$ cat src/rtl/core/command_line_tokenizer_unit_defines.svh
// ----------------------------------------------------------------------------
// command line tokenizer assertion macros
// shared concurrent check forms, empty when synthesizing
// ----------------------------------------------------------------------------
`ifndef COMMAND_LINE_TOKENIZER_UNIT_DEFINES_SVH
`define COMMAND_LINE_TOKENIZER_UNIT_DEFINES_SVH

`ifndef SYNTHESIS
// same-cycle implication on clk, quiet during reset
`define CLT_ASSERT_SAME(lbl, ante, cons, msg) \
    lbl: assert property (@(posedge clk) disable iff (!rst_n) (ante) |-> (cons)) \
        else $error(msg);
// next-cycle implication on clk, quiet during reset
`define CLT_ASSERT_NEXT(lbl, ante, cons, msg) \
    lbl: assert property (@(posedge clk) disable iff (!rst_n) (ante) |=> (cons)) \
        else $error(msg);
`else
`define CLT_ASSERT_SAME(lbl, ante, cons, msg)
`define CLT_ASSERT_NEXT(lbl, ante, cons, msg)
`endif

`endif

$ cat src/rtl/core/clt_pkg.sv
// ----------------------------------------------------------------------------
// clt_pkg
// shared constants, codes and types of the command line tokenizer
// ----------------------------------------------------------------------------
`timescale 1ns / 1ps

package clt_pkg;

    // sizing
    localparam int LINE_BYTES = 256;
    localparam int MAX_TOKENS = 5;
    localparam int NAME_BYTES = 8;

    localparam int POS_W     = $clog2(LINE_BYTES);
    localparam int TOK_IDX_W = (MAX_TOKENS > 1) ? $clog2(MAX_TOKENS) : 1;
    localparam int TOK_CNT_W = $clog2(MAX_TOKENS + 1);
    localparam int NAME_W    = 8 * NAME_BYTES;
    localparam int NLEN_W    = 4;
    localparam int CFG_IDX_W = 2;
    localparam int CFG_DATA_W = 64;

    // byte codes
    localparam logic [7:0] BYTE_CR    = 8'h0D;
    localparam logic [7:0] BYTE_SPACE = 8'h20;
    localparam logic [7:0] BYTE_TAB   = 8'h09;
    localparam logic [7:0] BYTE_FF    = 8'h0C;
    localparam logic [7:0] LEN_MAX    = 8'hFF;

    // register indexes and reset values
    localparam logic [CFG_IDX_W-1:0] CFG_COMMAND_NAME        = 2'd0;
    localparam logic [CFG_IDX_W-1:0] CFG_COMMAND_NAME_LENGTH = 2'd1;
    localparam logic [63:0]          NAME_RESET              = 64'h0000_0000_0044_454C;
    localparam logic [NLEN_W-1:0]    NAME_LENGTH_RESET       = 4'd3;

    // command status codes
    localparam logic [1:0] STATUS_EMPTY     = 2'd0;
    localparam logic [1:0] STATUS_MATCH     = 2'd1;
    localparam logic [1:0] STATUS_NOT_FOUND = 2'd2;

    typedef enum logic [1:0] {
        KIND_ECHO     = 2'd0,
        KIND_OVERFLOW = 2'd1,
        KIND_TOKEN    = 2'd2,
        KIND_END      = 2'd3
    } kind_t;

    typedef enum logic {
        ST_IDLE  = 1'b0,
        ST_FLUSH = 1'b1
    } state_t;

    typedef enum logic [1:0] {
        CMD_NONE  = 2'd0,
        CMD_BYTE  = 2'd1,
        CMD_TOKEN = 2'd2,
        CMD_END   = 2'd3
    } cmd_op_t;

    typedef struct packed {
        cmd_op_t op;
    } dp_cmd_t;

    typedef struct packed {
        logic in_full;
        logic is_cr;
        logic out_free;
        logic more_tokens;
    } dp_status_t;

endpackage

$ cat src/rtl/core/clt_controller.sv
// ----------------------------------------------------------------------------
// clt_controller
// sequences byte handling and the token and line-end results of a line
// ----------------------------------------------------------------------------
`timescale 1ns / 1ps

module clt_controller
(
    input  logic                clk,
    input  logic                rst_n,
    input  clt_pkg::dp_status_t status,
    output clt_pkg::dp_cmd_t    cmd
);

    clt_pkg::state_t state_reg;
    clt_pkg::state_t state_next;

    // state register
    always_ff @(posedge clk or negedge rst_n)
    begin
        if (!rst_n)
        begin
            state_reg <= clt_pkg::ST_IDLE;
        end
        else
        begin
            state_reg <= state_next;
        end
    end

    // next state and datapath command
    always_comb
    begin
        state_next = state_reg;
        cmd.op     = clt_pkg::CMD_NONE;
        case (state_reg)
            clt_pkg::ST_IDLE:
            begin
                if (status.in_full && status.out_free)
                begin
                    if (!status.is_cr)
                    begin
                        cmd.op = clt_pkg::CMD_BYTE;
                    end
                    else if (status.more_tokens)
                    begin
                        cmd.op     = clt_pkg::CMD_TOKEN;
                        state_next = clt_pkg::ST_FLUSH;
                    end
                    else
                    begin
                        cmd.op = clt_pkg::CMD_END;
                    end
                end
            end
            clt_pkg::ST_FLUSH:
            begin
                if (status.out_free)
                begin
                    if (status.more_tokens)
                    begin
                        cmd.op = clt_pkg::CMD_TOKEN;
                    end
                    else
                    begin
                        cmd.op     = clt_pkg::CMD_END;
                        state_next = clt_pkg::ST_IDLE;
                    end
                end
            end
            default:
            begin
                state_next = clt_pkg::ST_IDLE;
            end
        endcase
    end

endmodule

$ cat src/rtl/core/clt_datapath.sv
// ----------------------------------------------------------------------------
// clt_datapath
// request buffer, line and token state, name match and result register
// ----------------------------------------------------------------------------
`timescale 1ns / 1ps

module clt_datapath
(
    input  logic                               clk,
    input  logic                               rst_n,
    input  logic                               in_valid,
    output logic                               in_ready,
    input  logic [7:0]                         rx_byte,
    output logic                               out_valid,
    input  logic                               out_ready,
    output logic [1:0]                         kind,
    output logic [7:0]                         echo_byte,
    output logic [2:0]                         token_index,
    output logic [7:0]                         token_start,
    output logic [7:0]                         token_length,
    output logic [2:0]                         token_count,
    output logic                               too_many_tokens,
    output logic [1:0]                         command_status,
    output logic                               last,
    input  logic                               cfg_we,
    input  logic [clt_pkg::CFG_IDX_W-1:0]      cfg_index,
    input  logic [clt_pkg::CFG_DATA_W-1:0]     cfg_data,
    input  clt_pkg::dp_cmd_t                   cmd,
    output clt_pkg::dp_status_t                status
);

    // configuration
    logic [clt_pkg::NAME_W-1:0]    name_reg;
    logic [clt_pkg::NLEN_W-1:0]    name_len_reg;

    // request buffer
    logic                          in_full_reg;
    logic                          in_full_next;
    logic [7:0]                    in_byte_reg;

    // line state
    logic [clt_pkg::POS_W-1:0]     pos_reg;
    logic [clt_pkg::POS_W-1:0]     pos_next;
    logic                          inside_reg;
    logic                          inside_next;
    logic [clt_pkg::TOK_CNT_W-1:0] seen_reg;
    logic [clt_pkg::TOK_CNT_W-1:0] seen_next;
    logic                          tok_ovf_reg;
    logic                          tok_ovf_next;
    logic                          match_reg;
    logic                          match_next;
    logic [7:0]                    cur_len_reg;
    logic [7:0]                    cur_len_next;
    logic [clt_pkg::TOK_CNT_W-1:0] idx_reg;
    logic [clt_pkg::TOK_CNT_W-1:0] idx_next;

    // token store, undefined until written
    logic [7:0]                    starts_reg [clt_pkg::MAX_TOKENS];
    logic [7:0]                    lengths_reg [clt_pkg::MAX_TOKENS];
    logic                          start_we;
    logic                          len_we;
    logic [clt_pkg::TOK_IDX_W-1:0] start_addr;
    logic [clt_pkg::TOK_IDX_W-1:0] len_addr;
    logic [7:0]                    start_wdata;
    logic [7:0]                    len_wdata;
    logic [clt_pkg::TOK_IDX_W-1:0] rd_addr;
    logic [clt_pkg::TOK_CNT_W-1:0] seen_minus;

    // result register
    logic                          out_valid_reg;
    logic                          out_valid_next;
    logic                          out_load;
    clt_pkg::kind_t                kind_reg;
    clt_pkg::kind_t                kind_next;
    logic [7:0]                    echo_reg;
    logic [7:0]                    echo_next;
    logic [2:0]                    tidx_reg;
    logic [2:0]                    tidx_next;
    logic [7:0]                    tstart_reg;
    logic [7:0]                    tstart_next;
    logic [7:0]                    tlen_reg;
    logic [7:0]                    tlen_next;
    logic [2:0]                    tcount_reg;
    logic [2:0]                    tcount_next;
    logic                          many_reg;
    logic                          many_next;
    logic [1:0]                    cstat_reg;
    logic [1:0]                    cstat_next;
    logic                          last_reg;
    logic                          last_next;

    logic                          pop;
    logic                          blank;
    logic                          byte_match;
    logic [7:0]                    match_pos;
    logic [clt_pkg::NLEN_W-1:0]    name_n;

    // whitespace test
    function automatic logic is_blank(input logic [7:0] b);
        logic r;
        r = (b == clt_pkg::BYTE_SPACE) || ((b >= clt_pkg::BYTE_TAB) && (b <= clt_pkg::BYTE_FF));
        return r;
    endfunction

    // configuration registers
    always_ff @(posedge clk or negedge rst_n)
    begin
        if (!rst_n)
        begin
            name_reg     <= clt_pkg::NAME_RESET;
            name_len_reg <= clt_pkg::NAME_LENGTH_RESET;
        end
        else if (cfg_we)
        begin
            case (cfg_index)
                clt_pkg::CFG_COMMAND_NAME:
                begin
                    name_reg <= cfg_data[clt_pkg::NAME_W-1:0];
                end
                clt_pkg::CFG_COMMAND_NAME_LENGTH:
                begin
                    name_len_reg <= cfg_data[clt_pkg::NLEN_W-1:0];
                end
                default:
                begin
                end
            endcase
        end
    end

    // status to the controller
    assign in_ready           = !in_full_reg;
    assign status.in_full     = in_full_reg;
    assign status.is_cr       = (in_byte_reg == clt_pkg::BYTE_CR);
    assign status.out_free    = !out_valid_reg || out_ready;
    assign status.more_tokens = (idx_reg < seen_reg);

    // name byte compare at the current token offset
    assign name_n     = (name_len_reg > clt_pkg::NLEN_W'(clt_pkg::NAME_BYTES))
                        ? clt_pkg::NLEN_W'(clt_pkg::NAME_BYTES) : name_len_reg;
    assign byte_match = ({4'd0, match_pos} < {8'd0, name_n})
                        && (name_reg[8 * match_pos[2:0] +: 8] == in_byte_reg);
    assign blank      = is_blank(in_byte_reg);
    assign seen_minus = seen_reg - clt_pkg::TOK_CNT_W'(1);
    assign rd_addr    = idx_reg[clt_pkg::TOK_IDX_W-1:0];

    // line, token and result next values
    always_comb
    begin
        pos_next     = pos_reg;
        inside_next  = inside_reg;
        seen_next    = seen_reg;
        tok_ovf_next = tok_ovf_reg;
        match_next   = match_reg;
        cur_len_next = cur_len_reg;
        idx_next     = idx_reg;
        start_we     = 1'b0;
        len_we       = 1'b0;
        start_addr   = seen_reg[clt_pkg::TOK_IDX_W-1:0];
        len_addr     = seen_reg[clt_pkg::TOK_IDX_W-1:0];
        start_wdata  = 8'(pos_reg);
        len_wdata    = 8'd1;
        match_pos    = 8'd0;
        pop          = 1'b0;
        out_load     = 1'b0;
        kind_next    = clt_pkg::KIND_ECHO;
        echo_next    = 8'd0;
        tidx_next    = 3'd0;
        tstart_next  = 8'd0;
        tlen_next    = 8'd0;
        tcount_next  = 3'd0;
        many_next    = 1'b0;
        cstat_next   = clt_pkg::STATUS_EMPTY;
        last_next    = 1'b0;
        case (cmd.op)
            clt_pkg::CMD_BYTE:
            begin
                pop       = 1'b1;
                out_load  = 1'b1;
                echo_next = in_byte_reg;
                last_next = 1'b1;
                if (pos_reg == clt_pkg::POS_W'(clt_pkg::LINE_BYTES - 1))
                begin
                    // line overflow drops the byte and restarts the line
                    kind_next    = clt_pkg::KIND_OVERFLOW;
                    pos_next     = '0;
                    inside_next  = 1'b0;
                    seen_next    = '0;
                    tok_ovf_next = 1'b0;
                    match_next   = 1'b1;
                end
                else
                begin
                    kind_next = clt_pkg::KIND_ECHO;
                    pos_next  = pos_reg + clt_pkg::POS_W'(1);
                    if (blank)
                    begin
                        inside_next = 1'b0;
                    end
                    else if (!inside_reg)
                    begin
                        // start of a token
                        inside_next = 1'b1;
                        if (seen_reg < clt_pkg::TOK_CNT_W'(clt_pkg::MAX_TOKENS))
                        begin
                            start_we     = 1'b1;
                            len_we       = 1'b1;
                            cur_len_next = 8'd1;
                            if ((seen_reg == '0) && !byte_match)
                            begin
                                match_next = 1'b0;
                            end
                            seen_next = seen_reg + clt_pkg::TOK_CNT_W'(1);
                        end
                        else
                        begin
                            tok_ovf_next = 1'b1;
                        end
                    end
                    else if (!tok_ovf_reg && (seen_reg != '0))
                    begin
                        // token grows by one byte, saturating at LEN_MAX
                        match_pos = cur_len_reg;
                        len_addr  = seen_minus[clt_pkg::TOK_IDX_W-1:0];
                        if ((seen_reg == clt_pkg::TOK_CNT_W'(1)) && !byte_match)
                        begin
                            match_next = 1'b0;
                        end
                        if (cur_len_reg < clt_pkg::LEN_MAX)
                        begin
                            cur_len_next = cur_len_reg + 8'd1;
                            len_we       = 1'b1;
                            len_wdata    = cur_len_reg + 8'd1;
                        end
                    end
                end
            end
            clt_pkg::CMD_TOKEN:
            begin
                out_load    = 1'b1;
                kind_next   = clt_pkg::KIND_TOKEN;
                tidx_next   = 3'(idx_reg);
                tstart_next = starts_reg[rd_addr];
                tlen_next   = lengths_reg[rd_addr];
                idx_next    = idx_reg + clt_pkg::TOK_CNT_W'(1);
            end
            clt_pkg::CMD_END:
            begin
                pop         = 1'b1;
                out_load    = 1'b1;
                kind_next   = clt_pkg::KIND_END;
                tcount_next = 3'(seen_reg);
                many_next   = tok_ovf_reg;
                last_next   = 1'b1;
                if (seen_reg == '0)
                begin
                    cstat_next = clt_pkg::STATUS_EMPTY;
                end
                else if (match_reg)
                begin
                    cstat_next = clt_pkg::STATUS_MATCH;
                end
                else
                begin
                    cstat_next = clt_pkg::STATUS_NOT_FOUND;
                end
                pos_next     = '0;
                inside_next  = 1'b0;
                seen_next    = '0;
                tok_ovf_next = 1'b0;
                match_next   = 1'b1;
                idx_next     = '0;
            end
            default:
            begin
            end
        endcase
    end

    // buffer and result valid next values
    always_comb
    begin
        in_full_next = in_full_reg;
        if (pop)
        begin
            in_full_next = 1'b0;
        end
        else if (in_valid && !in_full_reg)
        begin
            in_full_next = 1'b1;
        end
        out_valid_next = out_valid_reg && !out_ready;
        if (out_load)
        begin
            out_valid_next = 1'b1;
        end
    end

    // control registers
    always_ff @(posedge clk or negedge rst_n)
    begin
        if (!rst_n)
        begin
            in_full_reg   <= 1'b0;
            out_valid_reg <= 1'b0;
            pos_reg       <= '0;
            inside_reg    <= 1'b0;
            seen_reg      <= '0;
            tok_ovf_reg   <= 1'b0;
            match_reg     <= 1'b1;
            idx_reg       <= '0;
            cur_len_reg   <= 8'd0;
        end
        else
        begin
            in_full_reg   <= in_full_next;
            out_valid_reg <= out_valid_next;
            pos_reg       <= pos_next;
            inside_reg    <= inside_next;
            seen_reg      <= seen_next;
            tok_ovf_reg   <= tok_ovf_next;
            match_reg     <= match_next;
            idx_reg       <= idx_next;
            cur_len_reg   <= cur_len_next;
        end
    end

    // payload registers and token store
    always_ff @(posedge clk)
    begin
        if (in_valid && !in_full_reg)
        begin
            in_byte_reg <= rx_byte;
        end
        if (start_we)
        begin
            starts_reg[start_addr] <= start_wdata;
        end
        if (len_we)
        begin
            lengths_reg[len_addr] <= len_wdata;
        end
        if (out_load)
        begin
            kind_reg   <= kind_next;
            echo_reg   <= echo_next;
            tidx_reg   <= tidx_next;
            tstart_reg <= tstart_next;
            tlen_reg   <= tlen_next;
            tcount_reg <= tcount_next;
            many_reg   <= many_next;
            cstat_reg  <= cstat_next;
            last_reg   <= last_next;
        end
    end

    // result ports
    assign out_valid       = out_valid_reg;
    assign kind            = kind_reg;
    assign echo_byte       = echo_reg;
    assign token_index     = tidx_reg;
    assign token_start     = tstart_reg;
    assign token_length    = tlen_reg;
    assign token_count     = tcount_reg;
    assign too_many_tokens = many_reg;
    assign command_status  = cstat_reg;
    assign last            = last_reg;

endmodule

$ cat src/rtl/core/command_line_tokenizer_unit.sv
// ----------------------------------------------------------------------------
// command_line_tokenizer_unit
// console line tokenizer with echo, token descriptors and command match
// ----------------------------------------------------------------------------
// Each received byte is taken into a one-entry request buffer and handled in
// the next free cycle of the result register: an ordinary byte gives one echo
// result, which passes through the request buffer and then the result
// register, and a carriage return gives one token descriptor per kept token
// followed by a line-end result, one per cycle while the consumer holds ready
// high, so a line with five tokens ends in six results. The buffer refills only
// after the byte it holds has been fully handled, so no new byte is taken
// while an echo or a line end is still pending, also while the consumer holds
// ready low. Token starts and lengths are kept in a five-entry register store;
// the name compare runs byte by byte as the first token arrives.
`timescale 1ns / 1ps

`include "command_line_tokenizer_unit_defines.svh"

module command_line_tokenizer_unit
(
    input  logic                           clk,
    input  logic                           rst_n,
    input  logic                           in_valid,
    output logic                           in_ready,
    input  logic [7:0]                     rx_byte,
    output logic                           out_valid,
    input  logic                           out_ready,
    output logic [1:0]                     kind,
    output logic [7:0]                     echo_byte,
    output logic [2:0]                     token_index,
    output logic [7:0]                     token_start,
    output logic [7:0]                     token_length,
    output logic [2:0]                     token_count,
    output logic                           too_many_tokens,
    output logic [1:0]                     command_status,
    output logic                           last,
    input  logic                           cfg_we,
    input  logic [clt_pkg::CFG_IDX_W-1:0]  cfg_index,
    input  logic [clt_pkg::CFG_DATA_W-1:0] cfg_data
);

    clt_pkg::dp_cmd_t    cmd;
    clt_pkg::dp_status_t status;

    // sequencer
    clt_controller u_ctrl
    (
        .clk    (clk),
        .rst_n  (rst_n),
        .status (status),
        .cmd    (cmd)
    );

    // line state and results
    clt_datapath u_dp
    (
        .clk             (clk),
        .rst_n           (rst_n),
        .in_valid        (in_valid),
        .in_ready        (in_ready),
        .rx_byte         (rx_byte),
        .out_valid       (out_valid),
        .out_ready       (out_ready),
        .kind            (kind),
        .echo_byte       (echo_byte),
        .token_index     (token_index),
        .token_start     (token_start),
        .token_length    (token_length),
        .token_count     (token_count),
        .too_many_tokens (too_many_tokens),
        .command_status  (command_status),
        .last            (last),
        .cfg_we          (cfg_we),
        .cfg_index       (cfg_index),
        .cfg_data        (cfg_data),
        .cmd             (cmd),
        .status          (status)
    );

    // checks
    `CLT_ASSERT_NEXT(a_buffer_fills, in_valid && in_ready, !in_ready, "request buffer did not fill")
    `CLT_ASSERT_SAME(a_cr_held, out_valid && (kind == clt_pkg::KIND_TOKEN), !in_ready, "carriage return left buffer before line end")
    `CLT_ASSERT_SAME(a_token_not_last, out_valid && (kind == clt_pkg::KIND_TOKEN), !last && (token_index < 3'(clt_pkg::MAX_TOKENS)), "bad token descriptor")

endmodule
$ cat config.mk
export PLATFORM = sky130hd
export DESIGN_NAME = command_line_tokenizer_unit
export DESIGN_NICKNAME = d
export VERILOG_FILES = /design/src/rtl/core/clt_pkg.sv /design/src/rtl/core/clt_controller.sv /design/src/rtl/core/clt_datapath.sv /design/src/rtl/core/command_line_tokenizer_unit.sv
export VERILOG_INCLUDE_DIRS = /design/src /design/src/rtl/core
export SDC_FILE = /design/constraint.sdc
export NUM_CORES = 1
export LEC_CHECK = 0
export BUFFER_PORTS_ARGS = -buffer_cell sky130_fd_sc_hd__buf_2
export CAP_MARGIN = 5
export CORE_MARGIN = 2
export CORE_UTILIZATION = 35
export DETAILED_ROUTE_END_ITERATION = 16
export GPL_ROUTABILITY_DRIVEN = 1
export PLACE_DENSITY_LB_ADDON = 0.25
export SETUP_SLACK_MARGIN = 0.2
export SLEW_MARGIN = 20
export SYNTH_ARGS = -nofsm -noshare
export SYNTH_HDL_FRONTEND = slang
export SYNTH_SLANG_ARGS = --single-unit
$ cat constraint.sdc
create_clock -name clk -period 4.7 [get_ports clk]
set_clock_uncertainty 0.05 [all_clocks]
set_input_delay 0.705 -clock clk [delete_from_list [all_inputs] [get_ports clk]]
set_output_delay 0.705 -clock clk [all_outputs]
set_load 0.01 [all_outputs]
==> run summary <==
CP Depth - 16
Final Core Density - 41.9%
critical path class - flop to flop
Critical Path RT - 5.12 ns
Synth Register Bits - 220
total die area - 29400 um^2
crit-path cells - inv_1 -> ha_1 -> nand2b_1 -> nand2_1 -> nor4_4 -> buf_4 -> nand2_4 -> inv_4 -> ha_1 -> nand3_1 -> nand4b_1 -> a311o_1 -> a41oi_1 -> o221ai_1 -> a211oi_1 -> a31o_1
sequential cell area fraction in the yosys report - 62.5%
outcome - finished clean
io pins - 117
Slew Limit Fails - 0
Clock Latency Late Sink - 0.52 ns
sum of negative setup slack - 0 ns
Starting Density - 35.4%
fin crit share - 80.3%
cts hold-fix bufs - 0
Worst EP arrival - 4.19 ns
slew at the pin closest to its max-slew limit - 0.910 ns
final setup violating endpoints - 0
Clock Path Buffers - 3
CTS root buf - clkbuf_16
# placed instances - 1205
leakage - 4.59 nW
post-route insts no fill - 1251
initial antenna violation count - 0
Worst Hold Class - input pin to async pin
# nets final - 945
row count - 61
initial DRC count - 405
relative slew slack - 39.3%
Final Critical Period - 3.77 ns
syn avg cell area - 13.5 um^2
top-count cell post-synth - edfxtp_1
maximum VDD drop - 219 uV
Max-cap violations - 0
Mapped Area - 9820 um^2
worst slack at placement - 0.954 ns
Main synth FF type - edfxtp_1
met1 Track Usage GR - 21.8%
TritonRoute pass-1 iters - 5
Die Width - 171 um
crit-path most repeated cell - ha_1
Synth area leader - edfxtp_1
final WL - 22700 um
number of synthesized flops with an enable pin - 124
GR peak layer - met2
IO Port Bufs - 116
largest net degree at the start of global routing - 72
Post-DP HPWL - 15800 um
Area growth syn-to-layout - 18.4%
ANT cells - 0
CTS tree - done
critical path buffer and inverter count - 3
Total GRT Usage - 15.8%
Synth Instances - 728
Inserted Clock Buffers - 25
Fillers - 2617
final antenna-violating net count - 0
Top delay family on crit path - compound AO/OA/AOI/OAI gates
Post-Syn Nets - 819
max FFs per register - 64
vias in the first global route - 6303
Crit. End Element - flop
postcts setup bufs - 0
P per Cell Area - 492 nW/um^2
crit path launch type - flop
final worst-path setup slack - 0.927 ns
area share of the largest cell type after synthesis - 37.9%
fraction of layout instances using a drive strength above 1 - 32.9%
DRC viols - 0
Core Area - 27700 um^2
maximum fanout along the worst path - 14
Ys Warns - 0
Hold Vio Cnt, Final - 0
cts repair resizes - 0
fmax - 265 MHz
global route overflow - 0
die height - 171 um
GR Util met3 - 2.46%
crit-path max cell delay - 0.60 ns
Critical-path top delay cell - dfrtp_1
htree depth - 1
Async SR Flop Fraction - 43.6%
vias per cell - 4.94
WL/cell - 18.1 um
Reg clk slew, reported paths - 0.06 ns
main area contributors after synthesis - edfxtp_1, dfrtp_1, mux2_2, mux4_2, dfstp_2
first-pass GRT wire length - 35900 um
RD Place Congestion - 0.907
r2r worst-path depth - 16
most frequent cells after synthesis - edfxtp_1, dfrtp_1, nand2_1, mux2_2, nor2_1
vias after detailed routing - 6180
GRT met2 Usage - 26.4%
RSZ-0062 raised after global routing - no
count of unique library cells instantiated by Yosys - 72
Sink Count - 220
-- metrics by stage --
step	hold slack, ns	cell area (um^2)	power [mW]
6_report	0.251	11600	5.72
2_1_floorplan	0.359	9820	3.45
4_1_cts	0.282	11600	5.81
3_5_place_dp	0.442	10800	3.91
3_3_place_gp	0.434	10800	3.90
5_1_grt	0.293	11600	6.03
-- per-layer routing --
layer	share of wire, %	routed length [um]
met1	46	10500
met5	0	0
met4	2.1	482
met2	47	10700
met3	4.4	986
-- power breakdown --
group	total, mW	internal, mW	switching [mW]
logic	1.19	0.506	0.686
clock network	1.87	1.10	0.776
registers	2.66	2.45	0.208
-- worst reg2reg max path, stage by stage, from the launching register on --
cell and delay, ns:
dfrtp_1 0.60, inv_1 0.23, ha_1 0.29, nand2b_1 0.14, nand2_1 0.16, nor4_4 0.17
buf_4 0.23, nand2_4 0.09, inv_4 0.19, ha_1 0.27, nand3_1 0.08, nand4b_1 0.10
a311o_1 0.34, a41oi_1 0.21, o221ai_1 0.15, a211oi_1 0.22, a31o_1 0.18
-- kinds of logic after synthesis --
logic type                 share of synthesized area, %
adders and majority gates                          1.53
and+or+nand+nor                                    11.0
xor gates and xnor gates                           1.43
buffers and inverters                              2.45
muxes                                              13.2
AOI/OAI and AO/OA                                  7.92
DFF                                                62.5
-- worst paths after layout --
kind	startpoint	endpoint	slack (ns)
setup / recovery	u_dp.seen_reg[0]	u_dp.match_reg	0.93
hold / removal	rst_n	u_dp.name_reg[48]	0.25
setup reg to reg	u_dp.seen_reg[0]	u_dp.match_reg	0.93
hold reg to reg	u_dp.name_reg[32]	u_dp.name_reg[32]	0.45
max in group asynchronous	rst_n	u_dp.idx_reg[2]	3.41
min in group clk	rx_byte[6]	u_dp.in_byte_reg[6]	0.31
-- layout by cell type, fill, tap and decap left out, types with 5 or more instances in the layout --
master and count:
o21ai_0 28, clkbuf_16 26, buf_4 16, mux2i_1 11, ha_1 12, nor3_1 12
edfxtp_1 124, xnor2_1 9, buf_2 115, mux4_2 17, nor2_1 42, dfstp_2 11
inv_1 14, clkbuf_1 7, and3_1 14, dfrtp_1 85, clkinv_2 6, a31oi_1 5
and2_1 9, a21o_1 12, a21oi_1 29, a211oi_1 6, mux2_2 70, nor4_1 5
nand2_1 74, nand2b_1 6, xor2_1 7, nand3_1 18, a22o_1 5
-- area by class of cell --
class / instances / area [um^2] / area share [%]
clock buffers: 35 / 698 / 6.01
clock inverters: 11 / 95.1 / 0.818
inverters: 18 / 70.1 / 0.603
multi-input cells: 458 / 3450 / 29.7
flip-flops and latches: 220 / 6140 / 52.8
well taps: 378 / 473 / 4.07
repair buffers: 131 / 696 / 5.99
Note: power is estimated with default switching activity, not from simulation.
